===== src/mqsb_pkg.sv =====
`timescale 1ns / 1ps

package mqsb_pkg;

    // store geometry
    localparam int NUM_SLOTS  = 64;
    localparam int NUM_QUEUES = 8;
    localparam int DATA_W     = 32;
    localparam int QID_W      = 3;
    localparam int STAT_W     = 2;
    localparam int SLOT_AW    = $clog2(NUM_SLOTS);
    localparam int PTR_W      = $clog2(NUM_SLOTS + 1);

    // pointer value that marks an empty list
    localparam logic [PTR_W-1:0] PTR_NULL = PTR_W'(NUM_SLOTS);

    // operation codes
    localparam logic OP_ENQ = 1'b0;
    localparam logic OP_DEQ = 1'b1;

    // result status codes
    localparam logic [STAT_W-1:0] STAT_OK    = 2'd0;
    localparam logic [STAT_W-1:0] STAT_FULL  = 2'd1;
    localparam logic [STAT_W-1:0] STAT_EMPTY = 2'd2;

    // data returned by a dequeue from an empty queue
    localparam logic signed [DATA_W-1:0] EMPTY_DATA = -32'sd1;

    // one write into the link store
    typedef struct packed {
        logic               en;
        logic [SLOT_AW-1:0] addr;
        logic [PTR_W-1:0]   data;
    } t_link_wr;

    // one write into the data store
    typedef struct packed {
        logic               en;
        logic [SLOT_AW-1:0] addr;
        logic [DATA_W-1:0]  data;
    } t_data_wr;

endpackage


===== src/mqsb_req_if.sv =====
`timescale 1ns / 1ps

interface mqsb_req_if import mqsb_pkg::*; ();
    logic                     valid;
    logic                     ready;
    logic                     operation;
    logic [QID_W-1:0]         queue_id;
    logic signed [DATA_W-1:0] data_in;

    modport source (output valid, output operation, output queue_id, output data_in,
                    input ready);
    modport sink   (input valid, input operation, input queue_id, input data_in,
                    output ready);
endinterface


===== src/mqsb_rsp_if.sv =====
`timescale 1ns / 1ps

interface mqsb_rsp_if import mqsb_pkg::*; ();
    logic                     valid;
    logic                     ready;
    logic signed [DATA_W-1:0] data_out;
    logic [STAT_W-1:0]        status;

    modport source (output valid, output data_out, output status, input ready);
    modport sink   (input valid, input data_out, input status, output ready);
endinterface


===== src/multi_queue_shared_buffer.sv =====
`timescale 1ns / 1ps

// channel  | dir | words carry
// ---------+-----+----------------------------------------
// i_req    | in  | operation, queue_id, data_in
// o_rsp    | out | data_out, status
//
// an enqueue or dequeue that changes the lists first reads the link and data
// stores, then writes back the link and pointers
// a full enqueue or empty dequeue has no write-back step, nothing is stored
// reset clears pointers and link-store written flags at once, no clearing pass
// a new word is taken while the previous result sits in the output register;
// if that register is still full when a result is ready, input stalls until taken

module multi_queue_shared_buffer import mqsb_pkg::*; (
    input  logic              i_clk,
    input  logic              i_rst_n,
    mqsb_req_if.sink          i_req,
    mqsb_rsp_if.source        o_rsp
);

    localparam logic [1:0] ST_IDLE = 2'd0;
    localparam logic [1:0] ST_WORK = 2'd1;
    localparam logic [1:0] ST_HOLD = 2'd2;

    logic [1:0]               r_state, n_state;
    logic [PTR_W-1:0]         r_head [NUM_QUEUES];
    logic [PTR_W-1:0]         r_tail [NUM_QUEUES];
    logic [PTR_W-1:0]         r_free;
    logic                     r_op;
    logic [QID_W-1:0]         r_q;
    logic [PTR_W-1:0]         r_idx;
    logic signed [DATA_W-1:0] r_res_data;
    logic [STAT_W-1:0]        r_res_status;
    logic                     r_out_vld;
    logic signed [DATA_W-1:0] r_out_data;
    logic [STAT_W-1:0]        r_out_status;

    logic                     acc;
    logic [PTR_W-1:0]         head_q;
    logic [PTR_W-1:0]         idx;
    logic                     go;
    logic                     out_free;
    logic                     res_vld;
    logic signed [DATA_W-1:0] res_data;
    logic [STAT_W-1:0]        res_status;
    logic [PTR_W-1:0]         link_rd;
    logic [DATA_W-1:0]        data_rd;
    logic [PTR_W-1:0]         w_head;
    logic [PTR_W-1:0]         w_tail;
    t_link_wr                 link_wr;
    t_data_wr                 data_wr;

    assign i_req.ready = (r_state == ST_IDLE);
    assign acc         = i_req.valid && i_req.ready;
    assign out_free    = !r_out_vld || o_rsp.ready;

    // accept cycle: pick the slot and check for full or empty
    assign head_q = r_head[i_req.queue_id];
    assign idx    = (i_req.operation == OP_ENQ) ? r_free : head_q;
    assign go     = (idx < PTR_NULL);

    // pointers of the queue under work
    assign w_head = r_head[r_q];
    assign w_tail = r_tail[r_q];

    // link writes: own slot when a word is accepted, old tail during write-back
    always_comb begin
        link_wr = '0;
        if (acc && go) begin
            link_wr.en   = 1'b1;
            link_wr.addr = idx[SLOT_AW-1:0];
            link_wr.data = (i_req.operation == OP_ENQ) ? PTR_NULL : r_free;
        end else if (r_state == ST_WORK && r_op == OP_ENQ &&
                     w_head < PTR_NULL && w_tail < PTR_NULL) begin
            link_wr.en   = 1'b1;
            link_wr.addr = w_tail[SLOT_AW-1:0];
            link_wr.data = r_idx;
        end
    end

    // data store write on enqueue
    always_comb begin
        data_wr      = '0;
        data_wr.en   = acc && go && (i_req.operation == OP_ENQ);
        data_wr.addr = idx[SLOT_AW-1:0];
        data_wr.data = i_req.data_in;
    end

    mqsb_link_mem u_link (
        .i_clk     (i_clk),
        .i_rst_n   (i_rst_n),
        .i_rd_addr (idx[SLOT_AW-1:0]),
        .o_rd_data (link_rd),
        .i_wr      (link_wr)
    );

    mqsb_data_mem u_data (
        .i_clk     (i_clk),
        .i_rd_addr (idx[SLOT_AW-1:0]),
        .o_rd_data (data_rd),
        .i_wr      (data_wr)
    );

    // result of this cycle, if any
    always_comb begin
        res_vld    = 1'b0;
        res_data   = '0;
        res_status = STAT_OK;
        if (acc && !go) begin
            res_vld = 1'b1;
            if (i_req.operation == OP_ENQ) begin
                res_status = STAT_FULL;
            end else begin
                res_data   = EMPTY_DATA;
                res_status = STAT_EMPTY;
            end
        end else if (r_state == ST_WORK) begin
            res_vld = 1'b1;
            if (r_op == OP_DEQ) begin
                res_data = data_rd;
            end
        end
    end

    // control sequence
    always_comb begin
        n_state = r_state;
        unique case (r_state)
            ST_IDLE: begin
                if (acc) begin
                    if (go) begin
                        n_state = ST_WORK;
                    end else if (!out_free) begin
                        n_state = ST_HOLD;
                    end
                end
            end
            ST_WORK: n_state = out_free ? ST_IDLE : ST_HOLD;
            ST_HOLD: n_state = out_free ? ST_IDLE : ST_HOLD;
            default: n_state = ST_IDLE;
        endcase
    end

    // state, list pointers and output register
    always_ff @(posedge i_clk) begin
        if (!i_rst_n) begin
            r_state   <= ST_IDLE;
            r_free    <= '0;
            r_out_vld <= 1'b0;
            for (int i = 0; i < NUM_QUEUES; i++) begin
                r_head[i] <= PTR_NULL;
                r_tail[i] <= PTR_NULL;
            end
        end else begin
            r_state <= n_state;
            // write-back state: pointer write-back
            if (r_state == ST_WORK) begin
                if (r_op == OP_ENQ) begin
                    r_free     <= link_rd;
                    r_tail[r_q] <= r_idx;
                    if (!(w_head < PTR_NULL)) begin
                        r_head[r_q] <= r_idx;
                    end
                end else begin
                    r_head[r_q] <= link_rd;
                    r_free      <= r_idx;
                end
            end
            // output register
            if (r_state == ST_HOLD && out_free) begin
                r_out_vld <= 1'b1;
            end else if (res_vld && out_free) begin
                r_out_vld <= 1'b1;
            end else if (o_rsp.ready) begin
                r_out_vld <= 1'b0;
            end
        end
    end

    // word capture and result payloads
    always_ff @(posedge i_clk) begin
        if (acc) begin
            r_op  <= i_req.operation;
            r_q   <= i_req.queue_id;
            r_idx <= idx;
        end
        if (res_vld && !out_free) begin
            r_res_data   <= res_data;
            r_res_status <= res_status;
        end
        if (r_state == ST_HOLD && out_free) begin
            r_out_data   <= r_res_data;
            r_out_status <= r_res_status;
        end else if (res_vld && out_free) begin
            r_out_data   <= res_data;
            r_out_status <= res_status;
        end
    end

    assign o_rsp.valid    = r_out_vld;
    assign o_rsp.data_out = r_out_data;
    assign o_rsp.status   = r_out_status;

    // the write-back state is never entered twice in a row
    a_work_one_cycle: assert property (@(posedge i_clk) disable iff (!i_rst_n)
        r_state == ST_WORK |=> r_state != ST_WORK)
        else $error("write-back cycle repeated");

    // a held result only exists while the output register is occupied
    a_hold_needs_full_out: assert property (@(posedge i_clk) disable iff (!i_rst_n)
        r_state == ST_HOLD |-> r_out_vld)
        else $error("result held with output register empty");

    // an enqueue under write-back always owns a real slot
    a_enq_has_slot: assert property (@(posedge i_clk) disable iff (!i_rst_n)
        (r_state == ST_WORK && r_op == OP_ENQ) |-> (r_idx < PTR_NULL))
        else $error("enqueue working on null slot");

    // entering write-back follows an accepted word
    a_work_after_accept: assert property (@(posedge i_clk) disable iff (!i_rst_n)
        $rose(r_state == ST_WORK) |-> $past(acc))
        else $error("write-back without accepted word");

endmodule


===== src/mqsb_link_mem.sv =====
`timescale 1ns / 1ps

module mqsb_link_mem import mqsb_pkg::*; (
    input  logic               i_clk,
    input  logic               i_rst_n,
    input  logic [SLOT_AW-1:0] i_rd_addr,
    output logic [PTR_W-1:0]   o_rd_data,
    input  t_link_wr           i_wr
);

    logic [PTR_W-1:0]   r_mem [NUM_SLOTS];
    logic [NUM_SLOTS-1:0] r_vld;
    logic [PTR_W-1:0]   r_rd_raw;
    logic               r_rd_vld;
    logic [SLOT_AW-1:0] r_rd_addr;

    // link array, read-first
    always_ff @(posedge i_clk) begin
        if (i_wr.en) begin
            r_mem[i_wr.addr] <= i_wr.data;
        end
        r_rd_raw  <= r_mem[i_rd_addr];
        r_rd_addr <= i_rd_addr;
    end

    // written flags, an unwritten slot links to the next one
    always_ff @(posedge i_clk) begin
        if (!i_rst_n) begin
            r_vld    <= '0;
            r_rd_vld <= 1'b0;
        end else begin
            if (i_wr.en) begin
                r_vld[i_wr.addr] <= 1'b1;
            end
            r_rd_vld <= r_vld[i_rd_addr];
        end
    end

    // last slot plus one is the null pointer
    assign o_rd_data = r_rd_vld ? r_rd_raw : (PTR_W'(r_rd_addr) + PTR_W'(1));

endmodule


===== src/mqsb_data_mem.sv =====
`timescale 1ns / 1ps

module mqsb_data_mem import mqsb_pkg::*; (
    input  logic               i_clk,
    input  logic [SLOT_AW-1:0] i_rd_addr,
    output logic [DATA_W-1:0]  o_rd_data,
    input  t_data_wr           i_wr
);

    logic [DATA_W-1:0] r_mem [NUM_SLOTS];
    logic [DATA_W-1:0] r_rd_data;

    // data array, read-first
    always_ff @(posedge i_clk) begin
        if (i_wr.en) begin
            r_mem[i_wr.addr] <= i_wr.data;
        end
        r_rd_data <= r_mem[i_rd_addr];
    end

    assign o_rd_data = r_rd_data;

endmodule


===== src/flat_wrapper.sv =====
// flat-port wrapper written by rule: the top's interface ports become plain ports
module multi_queue_shared_buffer_flat import mqsb_pkg::*;
  (i_clk, i_rst_n, i_req_valid, i_req_operation, i_req_queue_id, i_req_data_in, i_req_ready, o_rsp_valid, o_rsp_data_out, o_rsp_status, o_rsp_ready);
  mqsb_req_if i_req_i ();
  mqsb_rsp_if o_rsp_i ();
  input  logic i_clk;
  input  logic i_rst_n;
  input wire logic [$bits(i_req_i.valid)-1:0] i_req_valid;
  input wire logic [$bits(i_req_i.operation)-1:0] i_req_operation;
  input wire logic [$bits(i_req_i.queue_id)-1:0] i_req_queue_id;
  input wire logic [$bits(i_req_i.data_in)-1:0] i_req_data_in;
  output wire logic [$bits(i_req_i.ready)-1:0] i_req_ready;
  output wire logic [$bits(o_rsp_i.valid)-1:0] o_rsp_valid;
  output wire logic [$bits(o_rsp_i.data_out)-1:0] o_rsp_data_out;
  output wire logic [$bits(o_rsp_i.status)-1:0] o_rsp_status;
  input wire logic [$bits(o_rsp_i.ready)-1:0] o_rsp_ready;
  assign i_req_i.valid = i_req_valid;
  assign i_req_i.operation = i_req_operation;
  assign i_req_i.queue_id = i_req_queue_id;
  assign i_req_i.data_in = i_req_data_in;
  assign i_req_ready = i_req_i.ready;
  assign o_rsp_valid = o_rsp_i.valid;
  assign o_rsp_data_out = o_rsp_i.data_out;
  assign o_rsp_status = o_rsp_i.status;
  assign o_rsp_i.ready = o_rsp_ready;
  multi_queue_shared_buffer u_core (.i_clk(i_clk), .i_rst_n(i_rst_n), .i_req(i_req_i), .o_rsp(o_rsp_i));
endmodule

===== config.mk =====
export PLATFORM = sky130hd
export DESIGN_NAME = multi_queue_shared_buffer_flat
export DESIGN_NICKNAME = d
export VERILOG_FILES = /design/src/mqsb_pkg.sv /design/src/mqsb_req_if.sv /design/src/mqsb_rsp_if.sv /design/src/multi_queue_shared_buffer.sv /design/src/mqsb_link_mem.sv /design/src/mqsb_data_mem.sv /design/src/flat_wrapper.sv
export SDC_FILE = /design/constraint.sdc
export NUM_CORES = 2
export LEC_CHECK = 0
export BUFFER_PORTS_ARGS = -buffer_cell sky130_fd_sc_hd__buf_2
export CORE_UTILIZATION = 40
export DETAILED_ROUTE_END_ITERATION = 8
export PLACE_DENSITY_LB_ADDON = 0.05
export SKIP_CTS_REPAIR_TIMING = 1
export SYNTH_ARGS = -nofsm -noshare
export SYNTH_HDL_FRONTEND = slang
export SYNTH_SLANG_ARGS = --single-unit
export TNS_END_PERCENT = 20

===== constraint.sdc =====
create_clock -name i_clk -period 6.98 [get_ports i_clk]
set_input_delay 1.047 -clock i_clk [delete_from_list [all_inputs] [get_ports i_clk]]
set_output_delay 1.047 -clock i_clk [all_outputs]
set_load 0.01 [all_outputs]

Word-level counts from Yosys, hierarchy flattened
Memory sizes are Yosys's and may differ from the RTL's. A register that Yosys moved wholly into a read port is not among the register bits.
Index checks and enable logic that the tools add are counted.
{"block": "op_classes", "add_sub_neg": 1, "n_lt_le_gt_ge": 6, "n_eq_ne": 4, "n_mux": 57, "bitwise_logic": 4, "reduce_logical": 22}
{"cell": "$mux W32", "count": 6}
{"cell": "$or A64 B64 Y64", "count": 1}
{"cell": "$mux W7", "count": 7}
{"cell": "$mux W14", "count": 2}
{"cell": "$mux W1", "count": 27}
{"cell": "$lt A7 B7 Y1 const B", "count": 3}
{"cell": "$mux W2", "count": 8}
{"cell": "$lt A6 B7 Y1 const B", "count": 2}
{"cell": "$reduce_or A7 Y1", "count": 2}
{"cell": "$mux W3", "count": 4}
{"cell": "$logic_and A1 B1 Y1", "count": 11}
{"cell": "$add A6 B1 Y7 const B", "count": 1}
{"cell": "$bmux W1 S6", "count": 1}
{"cell": "$demux W1 S6", "count": 1}
{"cell": "$ge A6 B1 Y1 const B", "count": 1}
{"cell": "$pmux W2 S2", "count": 1}
{"cell": "$logic_not A1 Y1", "count": 3}
{"cell": "$ne A3 B3 Y1 const B", "count": 1}
{"cell": "$reduce_bool A3 Y1", "count": 1}
{"cell": "$eq A2 B1 Y1 const B", "count": 1}
{"cell": "$eq A2 B2 Y1 const B", "count": 1}
{"cell": "$logic_not A2 Y1", "count": 1}
{"cell": "$ne A2 B2 Y1 const B", "count": 1}
{"cell": "$not A1 Y1", "count": 2}
{"cell": "5 further kinds", "count": 5}
{"block": "totals", "register_bits": 160, "ram_bits": 2608, "inputBits": 40, "output_inout_bits": 36, "wordCells": 111, "n_memories": 4}
{"memory": "u_core.u_data.r_mem", "depth": 64, "word_bits": 32, "rd": 1, "rd_clocked_by_memory_dff": 1, "wr": 1, "line": "mqsb_data_mem.sv:10", "rtl": "logic [DATA_W-1:0] r_mem [NUM_SLOTS];"}
{"memory": "u_core.u_link.r_mem", "depth": 64, "word_bits": 7, "rd": 1, "rd_clocked_by_memory_dff": 1, "wr": 1, "line": "mqsb_link_mem.sv:11", "rtl": "logic [PTR_W-1:0] r_mem [NUM_SLOTS];"}
{"memory": "u_core.r_head", "depth": 8, "word_bits": 7, "rd": 2, "rd_clocked_by_memory_dff": 1, "wr": 8, "line": "multi_queue_shared_buffer.sv:27", "rtl": "logic [PTR_W-1:0] r_head [NUM_QUEUES];"}
{"memory": "u_core.r_tail", "depth": 8, "word_bits": 7, "rd": 1, "rd_clocked_by_memory_dff": 1, "wr": 8, "line": "multi_queue_shared_buffer.sv:28", "rtl": "logic [PTR_W-1:0] r_tail [NUM_QUEUES];"}

Longest topological paths before layout
{"block": "logic_depth", "depth_word": 11, "depth_mapped": 14, "mapped_depth_nobuf": 9}

Modules after synthesis
From an unflattened synthesis, not the netlist that was laid out.
{"block": "unflattened", "hier_cells": 5090, "hier_area_um2": 108415.2}
{"mod": "mqsb_data_mem", "n_inst": 1, "cells_per_inst": 3324, "area_each_um2": 78515.3, "seq_area_each_um2": 62139.6}
{"mod": "mqsb_link_mem", "n_inst": 1, "cells_per_inst": 1025, "area_each_um2": 20253.2, "seq_area_each_um2": 15014.4}
{"mod": "multi_queue_shared_buffer", "n_inst": 1, "cells_per_inst": 741, "area_each_um2": 9646.8, "seq_area_each_um2": 5995.8}

Worst setup path after synthesis
No wires, ideal clock.
{"block": "synth_timing", "kind": "input to register", "start": "in i_req_queue_id[0]", "end": "mem u_core.u_link.r_mem[0][6] (netlist bit), data pin", "setup_ns": 0.588, "t_arrival_ns": 4.919, "t_required_ns": 6.392, "path_slack_ns": 1.473, "stages": 9, "path_buffers": 4, "cell_sequence": "buf_6 -> buf_6 -> mux4_2 -> mux2_2 -> a211oi_4 -> buf_2 -> buf_1 -> nor2_1 -> a31oi_1"}
{"element": "start, declared", "line": "flat_wrapper.sv:10", "rtl": "input wire logic [$bits(i_req_i.queue_id)-1:0] i_req_queue_id;"}
{"element": "end, declared", "line": "mqsb_link_mem.sv:11"}

==> PnR_summary.wiki <==
{| class="wikitable"
! Metric !! Value
|-
| Outcome || finished, final reports clean
|-
| Number of flops mapped to enable cells by yosys || 2687
|-
| Unrepaired setup endpoints after global routing || no
|-
| Main combinational cell family by area after synthesis || compound AO/OA/AOI/OAI gates
|-
| Final setup TNS || 0 ps
|-
| Maximum cell stage delay along the critical path || 880 ps
|-
| Clock tree from TritonCTS || done
|-
| Starting Density || 0.403
|-
| Fraction of synthesized area in multiplexers || 0.0156
|-
| Share of flip-flops with an asynchronous set or reset || 0
|-
| Post-synthesis xor/xnor area fraction || 0.000342
|-
| Share of synthesized area occupied by flip-flops and latches || 0.812
|-
| Cell Pwr Density || roughly 310 mW/mm2
|-
| Top FF cell, synth || edfxtp_1
|-
| P&R area growth vs syn || 15.9%
|-
| Slew HR || 0.134
|-
| Total Die Area || 0.258 mm2
|-
| Aggregate routed wire length || 329 mm
|-
| Final Max Tran Viols || 0
|-
| Horizontal die dimension || slightly above 500 um
|-
| HPWL reported at the end of detailed placement || 176 mm
|-
| Num CTS Buffers || approximately 320
|-
| Class of the tightest hold or removal check || reg -> reg
|-
| Post-detailed-route via-to-cell ratio || 6.06
|-
| Largest vdd supply drop || slightly below 0.3 mV
|-
| Netlist area before placement || slightly above 0.1 mm2
|-
| Worst hold margin || ~460 ps
|-
| Wire length of the first global-routing pass || between 400 and 500 mm
|-
| Share of synthesized cell area in and, or, nand and nor gates || 0.0277
|-
| Global route total overflow || 0
|-
| Initial drt markers || 7230
|-
| CTS H-tree lvls || 5
|-
| I/O pin cnt || between 70 and 80
|-
| Post-synthesis adder-cell area fraction || 0.000611
|-
| Average wire length per cell after detail routing || between 30 and 40 um
|-
| Yosys warning total || 0
|-
| Maximum frequency from static timing analysis || 192 MHz
|-
| Cells traversed along the worst timing path || buf_4, mux4_2, mux2i_1, nand4_2, o31ai_1, nand3_1, nor2_1
|-
| Antenna violations before repair || 44
|-
| Switching pwr || between 8 and 9 mW
|-
| Count of endpoints failing setup in the final report || 0
|-
| Register share of total power || 0.507
|-
| Portion of total power attributed to the clock network || 0.426
|-
| Global-route usage over all layers || 0.252
|-
| Compound-Gate Fraction of Synth Area || 0.129
|-
| Switching share of total power || 0.230
|-
| Total DRC errors in the routed layout || 0
|-
| Data required time of the critical path || 7490 ps
|-
| P_leak || ~37 nW
|-
| Placeable core region || around 0.25 mm2
|-
| Final hold violations || 0
|-
| Clock tree sinks || between 2000 and 3000
|-
| Remaining antenna violation count after routing || 0
|-
| Clock tree root buffer cell || clkbuf_16
|-
| Avg Inst Size Synth || 18.2 um2
|-
| Vias || roughly 58000
|-
| Critical path's slowest cell || nor2_1
|-
| Number of nets in the layout || around 6000
|-
| Buffer levels on the longest clock path || 4
|-
| Height of the die || 508 um
|-
| Final period util || 0.744
|-
| Number of global-route vias before repair || about 57000
|-
| Number of placement rows || 185
|-
| Placer congestion estimate || a little under 0.8
|-
| Number of instances in the synthesized netlist || 5628
|-
| Number of nets in the synthesized netlist || about 5700
|-
| Pin count of the biggest net entering global routing || around 100
|-
| Worst clock skew on the final layout || about 76 ps
|-
| Final cell utilization of the core || 0.466
|-
| First-pass iteration count of the detailed router || 6
|-
| Startpoint of the tightest hold check path || u_core.u_link.r_vld[2]
|-
| Slew at the pin with the worst max-slew slack || 1300 ps
|-
| Fraction of layout instances using a drive strength above 1 || 0.154
|-
| Flip-flop and latch count after synthesis || ~2800
|-
| Number of unique standard cell types used by synthesis || 63
|-
| Quantity of I/O buffers inserted on ports || 75
|-
| Crit start category || flip-flop
|-
| Logic gate share of total power || 0.067
|-
| Kind of critical path || reg -> reg
|-
| Largest driver fanout on the critical path || 19
|-
| Number of buffers and inverters on the critical path || 1
|-
| Internal power component || ~29 mW
|-
| Kind of end point of the critical path || flip-flop
|-
| Register clock-pin slew on the reported worst setup and hold paths || approximately 60 ps
|-
| Clock latency on the worst-skew pair || around 960 ps
|-
| Shortest period the worst path allows || about 5200 ps
|-
| Cell family with most CP delay || simple AND/OR/NAND/NOR gates
|-
| Max-cap violations || 0
|-
| Critical Path AT || ~5700 ps
|}
[power groups by stage]
stage | clock (mW) | sequential (mW) | combinational (mW)
detailed placement | 0 | 19.3 | 2.48
global route | 16.8 | 18.9 | 2.63
floorplan | 0 | 19.1 | 1.17
CTS | 16.2 | 18.9 | 2.48
finish | 15.9 | 18.9 | 2.48
global placement | 0 | 19.3 | 2.47
[final timing paths]
path / slack [ps] / cells past startpoint / to
worst max-delay path: 1780 / 7 / u_core.u_link.r_mem[3][0]
worst min-delay path: 460 / 1 / u_core.u_link.r_vld[2]
worst max register to register: 1780 / 7 / u_core.u_link.r_mem[3][0]
worst min register to register: 460 / 1 / u_core.u_link.r_vld[2]
[worst reg2reg max path: stages (launching register included)]
cell and delay (ps):
dfxtp_1 740, buf_4 350, mux4_2 520, mux2i_1 250, nand4_2 590, o31ai_1 750, nand3_1 700, nor2_1 890
[layout by cell type (no fill, tap or decap), drive strengths merged, types with 10 or more instances in the layout]
cell    instances
edfxtp       2687
a22oi        1258
clkbuf        407
buf           339
a41oi         242
nor2          211
dfxtp         123
clkinv        107
a21oi          84
nand4          72
nand3          69
o21a           64
nand2          58
and2           52
mux2i          52
mux2           44
nor4           39
a21o           33
mux4           26
bufinv         23
o21ai          17
nand2b         17
nor2b          15
nor3           11
inv            11
diode          10
[sequential cells by signal, summed over array words and instances, names as in the netlist, named ones only]
signal	count
u_core.u_link.r_mem	448
u_core.r_tail	56
u_core.o_rsp.status	2
u_core.r_idx	7
u_core.r_free	7
u_core.u_data.o_rd_data	32
u_core.u_data.r_mem	2048
u_core.r_op	1
u_core.u_link.r_rd_addr	6
u_core.u_link.r_rd_raw	7
u_core.u_link.r_vld	64
u_core.r_res_status	2
u_core.r_head	56
u_core.u_link.r_rd_vld	1
u_core.o_rsp.valid	1
u_core.r_state	2
u_core.r_q	3
u_core.o_rsp.data_out	32
u_core.r_res_data	32
[final cells by class]
cell class | count | area [um2]
clock buffer | 407 | 8480
sequential | 2810 | 83100
inverter | 9 | 33.8
timing repair buffer | 339 | 3010
tap | 3366 | 4210
clock inverter | 135 | 1240
multi-input combinational | 2436 | 18500
antenna | 10 | 25.0
fill | 21600 | 136000
[cells in the mapped netlist (all sizes together) (15+ instances only)]
cell | instances | area share
o21a | 64 | 0.0047
nand2 | 58 | 0.0021
edfxtp | 2687 | 0.79
a21o | 33 | 0.0024
nand3 | 69 | 0.0040
mux2 | 44 | 0.0048
a22oi | 1258 | 0.092
nor4 | 39 | 0.0024
and2 | 52 | 0.0032
nor2 | 211 | 0.0077
nor2b | 15 | 0.00092
dfxtp | 123 | 0.024
a21oi | 84 | 0.0041
buf | 59 | 0.0028
a41oi | 242 | 0.021
nand4 | 72 | 0.0045
mux4 | 26 | 0.0057
clkbuf | 314 | 0.012
mux2i | 52 | 0.0051
o21ai | 17 | 0.00083
nand2b | 17 | 0.0010
[logic make-up after synthesis]
group / count (synthesis)
muxes: 122
adders and majority gates: 5
DFF: 2810
and+or+nand+nor: 561
xor gates and xnor gates: 4
AOI/OAI and AO/OA: 1744
buffers and inverters: 382
[metal layers]
metal,global-route usage,vias up,share of wire,wire [um]
met1,0.373,30600,0.45,148000
met5,0,-,0.00011,35
met2,0.384,2390,0.45,149000
met4,0.0576,6,0.019,6310
met3,0.0500,416,0.078,25600
li1,-,24200,-,-
[through the flow]
stage,power [mW],worst slack [ps],cells,area (um2)
floorplan,20.3,1470,5628,102000
global placement,21.7,517,8959,109000
detailed placement,21.7,681,8960,109000
CTS,37.5,1720,9502,119000
global route,38.3,1520,9506,119000
finish,37.3,1780,9512,119000
Power figures use the tool's default switching activity.
